**src/sv/rgbhsv_pkg.sv**
```systemverilog
`timescale 1ns / 1ps

package rgbhsv_pkg;

   localparam int CH_W        = 8;
   localparam int HUE_W       = 16;
   localparam int HDEN_W      = 11;   // 6*d, at most 1530
   localparam int SDEN_W      = 9;    // 2*max, at most 510
   localparam int HUE_STEPS   = HUE_W;
   localparam int SAT_STEPS   = CH_W;
   localparam int QUEUE_DEPTH = 4;

   // one pixel after classification, as held in the queue
   typedef struct packed {
      logic [HDEN_W-1:0] hrem;    // partial remainder of the hue division
      logic [HDEN_W-1:0] hden;
      logic [HUE_W-1:0]  hlow;    // dividend bits still to bring down
      logic [SDEN_W-1:0] srem;
      logic [SDEN_W-1:0] sden;
      logic [CH_W-1:0]   slow;
      logic [CH_W-1:0]   value;
      logic              grey;
   } item_type;

   typedef struct packed {
      item_type         it;
      logic [HUE_W-1:0] hq;
      logic [CH_W-1:0]  sq;
   } work_type;

   // one restoring step of the hue division
   function automatic work_type hue_step(work_type w);
      work_type        r;
      logic [HDEN_W:0] t;
      r = w;
      t = {w.it.hrem, w.it.hlow[HUE_W-1]};
      if (t >= {1'b0, w.it.hden}) begin
         r.it.hrem = HDEN_W'(t - {1'b0, w.it.hden});
         r.hq      = {w.hq[HUE_W-2:0], 1'b1};
      end else begin
         r.it.hrem = t[HDEN_W-1:0];
         r.hq      = {w.hq[HUE_W-2:0], 1'b0};
      end
      r.it.hlow = {w.it.hlow[HUE_W-2:0], 1'b0};
      return r;
   endfunction

   // one restoring step of the saturation division
   function automatic work_type sat_step(work_type w);
      work_type        r;
      logic [SDEN_W:0] t;
      r = w;
      t = {w.it.srem, w.it.slow[CH_W-1]};
      if (t >= {1'b0, w.it.sden}) begin
         r.it.srem = SDEN_W'(t - {1'b0, w.it.sden});
         r.sq      = {w.sq[CH_W-2:0], 1'b1};
      end else begin
         r.it.srem = t[SDEN_W-1:0];
         r.sq      = {w.sq[CH_W-2:0], 1'b0};
      end
      r.it.slow = {w.it.slow[CH_W-2:0], 1'b0};
      return r;
   endfunction

endpackage

```
**src/sv/rgbhsv_front.sv**
```systemverilog
`timescale 1ns / 1ps

module rgbhsv_front
   import rgbhsv_pkg::*;
(
   input  logic            clock,
   input  logic            reset,
   input  logic            in_valid,
   output logic            in_ready,
   input  logic [CH_W-1:0] red,
   input  logic [CH_W-1:0] green,
   input  logic [CH_W-1:0] blue,
   output logic            item_valid,
   input  logic            item_taken,
   output item_type        item
);

   logic            vld_ff, vld_in;
   item_type        item_ff, item_in;
   logic [CH_W-1:0] mx, mn, d;
   logic [11:0]     hn, d6;
   logic [16:0]     snum;
   logic            load;

   assign in_ready   = !vld_ff || item_taken;
   assign load       = in_valid && in_ready;
   assign item_valid = vld_ff;
   assign item       = item_ff;

   always_comb begin
      mx = red;
      mn = red;
      if (green > mx) mx = green;
      if (blue > mx)  mx = blue;
      if (green < mn) mn = green;
      if (blue < mn)  mn = blue;
      d  = mx - mn;
      d6 = {2'b0, d, 2'b0} + {3'b0, d, 1'b0};
      // sector by the largest channel, red then green winning ties
      if (red >= green && red >= blue) begin
         hn = {4'b0, green} - {4'b0, blue};
         if (hn[11]) hn = hn + d6;
      end else if (green >= blue) begin
         hn = {3'b0, d, 1'b0} + {4'b0, blue} - {4'b0, red};
      end else begin
         hn = {2'b0, d, 2'b0} + {4'b0, red} - {4'b0, green};
      end
      // 510*d + max over 2*max
      snum = {d, 9'b0} - {8'b0, d, 1'b0} + {9'b0, mx};
      item_in.hrem  = hn[HDEN_W-1:0];
      item_in.hden  = d6[HDEN_W-1:0];
      item_in.hlow  = HUE_W'({d, 1'b0}) + HUE_W'(d);
      item_in.srem  = snum[16:8];
      item_in.sden  = {mx, 1'b0};
      item_in.slow  = snum[7:0];
      item_in.value = mx;
      item_in.grey  = (d == '0);
      vld_in = load ? 1'b1 : (item_taken ? 1'b0 : vld_ff);
   end

   always_ff @(posedge clock) begin
      if (reset) begin
         vld_ff <= 1'b0;
      end else begin
         vld_ff <= vld_in;
      end
      if (load) begin
         item_ff <= item_in;
      end
   end

endmodule

```
**src/sv/rgbhsv_queue.sv**
```systemverilog
`timescale 1ns / 1ps

module rgbhsv_queue
   import rgbhsv_pkg::*;
#(
   parameter int DEPTH = QUEUE_DEPTH
)
(
   input  logic     clock,
   input  logic     reset,
   input  logic     push,
   input  item_type push_item,
   output logic     full,
   input  logic     pop,
   output logic     empty,
   output item_type head
);

   localparam int AW = $clog2(DEPTH);

   item_type      mem_ff [DEPTH];
   logic [AW:0]   wr_ff, wr_in, rd_ff, rd_in;

   assign empty = (wr_ff == rd_ff);
   assign full  = (wr_ff[AW] != rd_ff[AW]) && (wr_ff[AW-1:0] == rd_ff[AW-1:0]);
   assign head  = mem_ff[rd_ff[AW-1:0]];
   assign wr_in = wr_ff + (AW+1)'(1);
   assign rd_in = rd_ff + (AW+1)'(1);

   always_ff @(posedge clock) begin
      if (reset) begin
         wr_ff <= '0;
         rd_ff <= '0;
      end else begin
         if (push) wr_ff <= wr_in;
         if (pop)  rd_ff <= rd_in;
      end
      if (push) begin
         mem_ff[wr_ff[AW-1:0]] <= push_item;
      end
   end

endmodule

```
**src/sv/rgbhsv_back.sv**
```systemverilog
`timescale 1ns / 1ps

module rgbhsv_back
   import rgbhsv_pkg::*;
(
   input  logic             clock,
   input  logic             reset,
   input  logic             item_valid,
   output logic             item_pop,
   input  item_type         item,
   output logic             out_valid,
   input  logic             out_ready,
   output logic [HUE_W-1:0] hue,
   output logic [CH_W-1:0]  saturation,
   output logic [CH_W-1:0]  value
);

   work_type               stage_ff [HUE_STEPS];
   work_type               stage_in [HUE_STEPS];
   logic [HUE_STEPS-1:0]   vld_ff, vld_in;
   logic                   adv;
   work_type               entry;

   // whole divider line moves together whenever the last word can leave
   assign adv      = !vld_ff[HUE_STEPS-1] || out_ready;
   assign item_pop = adv && item_valid;

   always_comb begin
      entry.it = item;
      entry.hq = '0;
      entry.sq = '0;
      for (int i = 0; i < HUE_STEPS; i++) begin
         stage_in[i] = hue_step((i == 0) ? entry : stage_ff[(i == 0) ? 0 : i-1]);
         if (i < SAT_STEPS) stage_in[i] = sat_step(stage_in[i]);
      end
      vld_in = {vld_ff[HUE_STEPS-2:0], item_valid};
   end

   always_ff @(posedge clock) begin
      if (reset) begin
         vld_ff <= '0;
      end else if (adv) begin
         vld_ff <= vld_in;
      end
      if (adv) begin
         for (int i = 0; i < HUE_STEPS; i++) begin
            stage_ff[i] <= stage_in[i];
         end
      end
   end

   assign out_valid  = vld_ff[HUE_STEPS-1];
   assign hue        = stage_ff[HUE_STEPS-1].it.grey ? '0 : stage_ff[HUE_STEPS-1].hq;
   assign saturation = stage_ff[HUE_STEPS-1].it.grey ? '0 : stage_ff[HUE_STEPS-1].sq;
   assign value      = stage_ff[HUE_STEPS-1].it.value;

endmodule

```
**src/sv/rgb_to_hsv_converter_top.sv**
```systemverilog
`timescale 1ns / 1ps

// rgb to hsv pixel converter
// req_ takes one pixel word (red, green, blue, 8 bits each) per accepted
// handshake; rsp_ gives one word per pixel with hue (16 bits, 65536 per
// turn), saturation and value, in the order the pixels came in.
// throughput: one pixel per clock, sustained, while rsp_tready stays high.
// path from acceptance on req_ to rsp_tvalid: the classify register takes
// the word at acceptance, then it passes through the queue and the 16 steps
// of the pipelined divider, which brings down one hue quotient bit per
// stage (the 8 saturation bits are done in its first 8 stages).
// when the receiver stalls, the divider line holds, the queue fills and
// req_tready falls once the queue and classify register are full; words
// already in flight are kept, none dropped.
// reset (synchronous, active high) empties the queue and the divider line;
// no word is valid after it.
module rgb_to_hsv_converter_top
   import rgbhsv_pkg::*;
#(
   parameter int QUEUE_DEPTH = rgbhsv_pkg::QUEUE_DEPTH
)
(
   input  logic        clock,
   input  logic        reset,
   input  logic        req_tvalid,
   output logic        req_tready,
   input  logic [23:0] req_tdata,   // red [7:0], green [15:8], blue [23:16]
   output logic        rsp_tvalid,
   input  logic        rsp_tready,
   output logic [31:0] rsp_tdata    // hue [15:0], saturation [23:16], value [31:24]
);

   logic             f_valid, f_taken, q_full, q_empty, q_pop;
   item_type         f_item, q_head;
   logic [HUE_W-1:0] hue;
   logic [CH_W-1:0]  saturation, value;

   assign f_taken = f_valid && !q_full;

   rgbhsv_front u_front (
      .clock      (clock),
      .reset      (reset),
      .in_valid   (req_tvalid),
      .in_ready   (req_tready),
      .red        (req_tdata[7:0]),
      .green      (req_tdata[15:8]),
      .blue       (req_tdata[23:16]),
      .item_valid (f_valid),
      .item_taken (f_taken),
      .item       (f_item)
   );

   rgbhsv_queue #(
      .DEPTH (QUEUE_DEPTH)
   ) u_queue (
      .clock     (clock),
      .reset     (reset),
      .push      (f_taken),
      .push_item (f_item),
      .full      (q_full),
      .pop       (q_pop),
      .empty     (q_empty),
      .head      (q_head)
   );

   rgbhsv_back u_back (
      .clock      (clock),
      .reset      (reset),
      .item_valid (!q_empty),
      .item_pop   (q_pop),
      .item       (q_head),
      .out_valid  (rsp_tvalid),
      .out_ready  (rsp_tready),
      .hue        (hue),
      .saturation (saturation),
      .value      (value)
   );

   assign rsp_tdata = {value, saturation, hue};

endmodule
```
**config.mk**
```make
export PLATFORM = sky130hd
export DESIGN_NAME = rgb_to_hsv_converter_top
export DESIGN_NICKNAME = d
export VERILOG_FILES = /design/src/sv/rgbhsv_pkg.sv /design/src/sv/rgbhsv_front.sv /design/src/sv/rgbhsv_queue.sv /design/src/sv/rgbhsv_back.sv /design/src/sv/rgb_to_hsv_converter_top.sv
export SDC_FILE = /design/constraint.sdc
export NUM_CORES = 2
export LEC_CHECK = 0
export ABC_AREA = 1
export BUFFER_PORTS_ARGS = -buffer_cell sky130_fd_sc_hd__buf_2
export CAP_MARGIN = 20
export CORE_MARGIN = 2
export CORE_UTILIZATION = 55
export CTS_CLUSTER_SIZE = 10
export DETAILED_ROUTE_END_ITERATION = 7
export PLACE_DENSITY = 0.74
export SETUP_SLACK_MARGIN = 0.2
export SYNTH_ARGS = -nofsm -noshare
export SYNTH_HDL_FRONTEND = slang
export SYNTH_HIERARCHICAL = 1
export SYNTH_SLANG_ARGS = --single-unit
```
**constraint.sdc**
```tcl
create_clock -name clock -period 71.1 [get_ports clock]
set_clock_uncertainty 0.05 [all_clocks]
set_input_delay 7.11 -clock clock [delete_from_list [all_inputs] [get_ports clock]]
set_output_delay 7.11 -clock clock [all_outputs]
set_load 0.1 [all_outputs]
```
Word-level counts from Yosys, hierarchy flattened
Memory sizes are Yosys's and may differ from the RTL's. A register that Yosys moved wholly into a read port is not among the register bits.
Cells that the tools add are included.

cells by class
  reduce and logical (&&, ||, !) cells = 13
  magnitude comparators = 31
  multiplexer cells = 65
  equality and inequality tests = 3
  add/subtract/negate cells = 37

operator list
  cell                                          count
  2-to-1 mux 11 bit                             19
  greater-or-equal comparator 12 x 11 -> 1 bit  16
  subtractor 11 bit                             16
  greater-or-equal comparator 10 x 9 -> 1 bit   8
  2-to-1 mux 9 bit                              8
  subtractor 9 bit                              8
  2-to-1 mux 8 bit                              5
  2-to-1 mux 1 bit                              30
  greater-or-equal comparator 8 bit             3
  subtractor 11 x 8 -> 11 bit                   2
  adder 9 x 8 -> 10 bit                         2
  adder 17 x 8 -> 17 bit                        1
  subtractor 17 x 9 -> 17 bit                   1
  > comparator 8 bit                            2
  less-than comparator 8 bit                    2
  2-to-1 mux 16 bit                             1
  adder 10 x 8 -> 11 bit                        1
  adder 10 x 9 -> 11 bit                        1
  adder 11 bit                                  1
  subtractor 8 x 8 -> 9 bit                     1
  logical NOT 8 bit                             1
  subtractor 8 bit                              1
  adder 3 x 1 -> 3 bit, second input constant   2
  logical AND 1 bit                             5
  other kinds (7)                               12

word-level totals
  word-level logic and storage cells = 162
  RAM bits = 1824
  output and inout bits = 34
  memories kept = 2
  flip-flop bits (word level) = 87

memories
  name             depth  width  read ports  clocked after memory_dff  write ports  RTL line            text
  u_back.stage_ff  16     96     16          0                         16           rgbhsv_back.sv:18   work_type stage_ff [HUE_STEPS];
  u_queue.mem_ff   4      72     1           1                         1            rgbhsv_queue.sv:21  item_type mem_ff [DEPTH];

Longest topological paths before layout
  word-level depth = 9
  mapped depth = 52
  mapped depth without buffers = 51

Modules after synthesis
The synthesis kept the hierarchy.

modules (own cells, without submodules)
  module                    cells each  area an instance (sq um)  sequential area each (sq um)  instances
  rgbhsv_back               4449        49153.4                   29868.6                       1
  rgbhsv_queue              904         11896.4                   8928.6                        1
  rgbhsv_front              884         6600.1                    1401.3                        1
  rgb_to_hsv_converter_top  3           13.8                      0.0                           1

Least setup slack after synthesis
No wires, ideal clock.

  kind = input -> register
  start point = input rsp_tready
  end point = memory u_back/stage_ff[0][0] (netlist bit) (enable)
  cell stages on the path = 3
  arrival time = 33.920 ns
  library setup time = 1.730 ns
  slack = 35.400 ns
  cells stage by stage = nor2_2 inv_1 clkbuf_1

RTL lines
  element          RTL line                        text
  start, declared  rgb_to_hsv_converter_top.sv:29  input logic rsp_tready,
  end, declared    rgbhsv_back.sv:18

Worst setup path after layout
  start point = input req_tdata[0]
  end point = register u_front.item_ff (netlist bit u_front/item[72]) (data pin)

on the way
  word-level cells in the longest chain between the ends = 9

ends and longest elaborated chain
  element                                                                  RTL line                                text
  start, declared                                                          rgb_to_hsv_converter_top.sv:27          input logic [23:0] req_tdata,
  > comparator 8 bit / less-than comparator 8 bit (equally long branches)  rgbhsv_front.sv:33, rgbhsv_front.sv:35
  2-to-1 mux 8 bit, on equally long branches                               rgbhsv_front.sv:33, rgbhsv_front.sv:35
  > comparator 8 bit / less-than comparator 8 bit (equally long branches)  rgbhsv_front.sv:34, rgbhsv_front.sv:36
  2-to-1 mux 8 bit, on equally long branches                               rgbhsv_front.sv:34, rgbhsv_front.sv:36
  subtractor 8 bit (*)                                                     rgbhsv_front.sv:37                      d = mx - mn;
  adder 10 x 9 -> 11 bit (*)                                               rgbhsv_front.sv:38                      d6 = {2'b0, d, 2'b0} + {3'b0, d, 1'b0};
  named net u_front.d6[5]                                                  rgbhsv_front.sv:21                      logic [11:0] hn, d6;
  adder 11 bit (*)                                                         rgbhsv_front.sv:42                      if (hn[11]) hn = hn + d6;
  2-to-1 mux 11 bit (*)                                                    rgbhsv_front.sv:42
  2-to-1 mux 11 bit (*)                                                    rgbhsv_front.sv:40                      if (red >= green && red >= blue) begin
  named net u_front.hn[10]                                                 rgbhsv_front.sv:21
  end signal, assigned                                                     rgbhsv_front.sv:68                      item_ff <= item_in;
  end, declared                                                            rgbhsv_front.sv:19                      item_type item_ff, item_in;

Mark *: on every way through the listed nets, which the timed path passes. The rest lies on a longest branch.
A chain may end at the register's enable or synchronous reset.

==> impl_metrics.py <==
metrics = {
    "route": {
        "via_count": 41870,
        "first_pass_iters": 6,
        "avgViaCountPerCell": 5.21,
        "routed_wl_um": 128000,
        "first_iter_violations": 3043,
        "drc": 0,
        "final_antenna_net_count": 0,
        "detail_route.wl_per_cell_um": 15.9,
    },
    "logic_synthesis": {
        "syn_inst": 6240,
        "synth_edf_count": 1322,
        "syn-cell-area_sq_um": 67700,
        "synthFlopType": "edfxtp_1",
        "synth_top_area_share_pct": 58.7,
        "synthTopCellsByArea": "edfxtp_1 (59%), nand2_1 (9.0%), ha_1 (6.4%)",
        "synth.most_common_cell": "nand2_1",
        "ys_seq_area_share_pct": 59.4,
        "async_flop_share_pct": 0,
        "yosysUniqueCellTypes": 57,
        "synth.top_cells.by_count": "nand2_1 (1626), edfxtp_1 (1322), inv_1 (998)",
        "synth-seq-cells": 1347,
        "ys_warn_count": 6,
        "avgSynthCellArea_sq_um": 10.8,
        "synth_top_area_cell": "edfxtp_1",
    },
    "worst_setup_path": {
        "critical-path-top-delay-family": "adder cells",
        "startpoint_type": "input pin",
        "arrival_ns": 14.34,
        "crit_path_top_delay_cell": "a211oi_1",
        "endpoint_kind": "flop",
        "crit_fanout": 18,
        "cpMostUsedCell": "nor2_1",
        "path_class": "input pin to flop",
        "worst_ep_required_time_ns": 71.58,
        "cp_num_buf_inv": 7,
        "max_stage_delay_ns": 0.65,
    },
    "clocking": {
        "cts-root-buf": "clkbuf_16",
        "clkSlewWorstSetupHoldPaths_ns": 0.05,
        "cts_setup_buffers": 0,
        "clock_path_buffers": 3,
        "cts_buffers": 157,
        "post_cts_resized": 0,
        "clkSinkCount": 1347,
        "clock_latency_ns": 0.78,
        "cts_htree_levels": 4,
        "cts_hold_buf": 0,
        "cts_tree": "yes",
    },
    "timing": {
        "fmax_mhz": 72.1,
        "period_share_pct": 19.5,
        "hold_violations": 0,
        "whs_ns": 0.349,
        "finalSetupTns_ns": 0,
        "finalSetupViolations": 0,
        "setup_slack_ns": 57.24,
        "rsz0062_at_grt": "no",
        "drv_slew": 0,
        "worst_slew_pin_slew_ns": 1.09,
        "maxSlewHeadroom_pct": 27.2,
        "min_period_ns": 13.86,
    },
    "grt": {
        "track_usage_pct": 20.5,
        "grt_antenna_before_repair": 1,
        "grt_pass1_wl_um": 208000,
        "grt_max_degree": 217,
        "grt_overflow": 0,
        "grt_pass1_vias": 41497,
    },
    "floorplanning": {
        "dieWidth_um": 355,
        "core_area_sq_um": 122000,
        "io_pins": 62,
        "start_util_pct": 55.5,
        "dieArea_sq_um": 126000,
        "core.rowCount": 128,
        "fp.dieH_um": 355,
    },
    "placement": {
        "numPortBuffers": 61,
        "place.gp.congestion": 0.903,
        "pre_cts_ws_ns": 56.47,
        "post-place-cells": 7826,
        "hpwl_um": 89900,
    },
    "layout": {
        "syn_to_final_growth_pct": 8.83,
        "final_nets": 6779,
        "diodes": 0,
        "fin_cells": 8040,
        "fillerInstances": 9749,
        "drive_gt1_share_pct": 11.2,
    },
    "run": {
        "maxCapViolations": 0,
    },
    "hold_path": {
        "hold_path.class": "flop to flop",
    },
    "run_status": {
        "status": "complete, no violations",
    },
}
-- placed cells by master (no fill, tap or decap), types with 73 or more instances in the layout --
master and n:
nand3_1 282, nand2_1 1626, inv_1 993, nor2_1 269
edfxtp_1 1322, a21oi_1 118, xor2_1 73, nand3_2 107
nand2_2 103, o21ai_0 85, o211ai_1 148, nand4_1 146
ha_1 347, clkbuf_16 160
-- area by class of cell --
| cell class | instances | area, sq um | share of cell area [%] |
|---|---|---|---|
| flip-flops and latches | 1347 | 40200 | 54.6 |
| multi-input cells | 3738 | 22600 | 30.7 |
| clock buffers | 191 | 4120 | 5.60 |
| inverters | 1035 | 3890 | 5.29 |
| well taps | 1625 | 2030 | 2.76 |
| repair buffers | 83 | 536 | 0.727 |
| clock inverters | 21 | 211 | 0.287 |
-- flip-flops by register name, summed over array words and instances, names as in the netlist, named ones only --
register	count
u_queue/mem_ff	292
u_queue/rd_ff	3
u_back/stage_ff	984
u_back/vld_ff	16
u_queue/wr_ff	3
u_front/item_valid	1
u_front/item	46
-- per-layer routing --
metal	vias up	GRT usage, %	wire [um]
li1	21132	-	-
met1	19619	26.4	56400
met2	878	35.1	62000
met3	239	3.63	5640
met4	2	7.32	3790
met5	-	0	13
-- final timing paths --
check / startpoint / depth (start not counted) / endpoint / slack [ns]
worst max-delay path: req_tdata[0] / 43 / u_front/item[72]$_DFFE_PP_ / 57.24
worst min-delay path: u_back/stage_ff[1][481]$_DFFE_PN_ / 0 / u_back/stage_ff[1][576]$_DFFE_PN_ / 0.35
worst max register to register: u_back/vld_ff[15]$_SDFFE_PP0N_ / 7 / u_back/stage_ff[1][208]$_DFFE_PN_ / 66.09
worst min register to register: u_back/stage_ff[1][481]$_DFFE_PN_ / 0 / u_back/stage_ff[1][576]$_DFFE_PN_ / 0.35
-- cells by family (layout without fill, tap and decap cells) --
logic type	Yosys count	after routing	synth area share, %
adders and majority gates	389	389	7.66
buffers and inverters	1162	1330	7.18
xor gates and xnor gates	98	98	1.27
and+or+nand+nor	2779	2779	19.9
AOI/OAI and AO/OA	464	464	4.58
other	1	8	0.00554
DFF	1347	1347	59.4
-- stage by stage --
| step | util (%) | area (sq um) |
|---|---|---|
| floorplan | - | 67700 |
| global placement | 56.8 | 69300 |
| detailed placement | 56.8 | 69300 |
| CTS | 60.4 | 73600 |
| global route | 60.4 | 73600 |
| finish | 60.4 | 73600 |
Power is not shown: default switching activity piles up to over one toggle a cycle in this logic, so the estimate is an artifact.
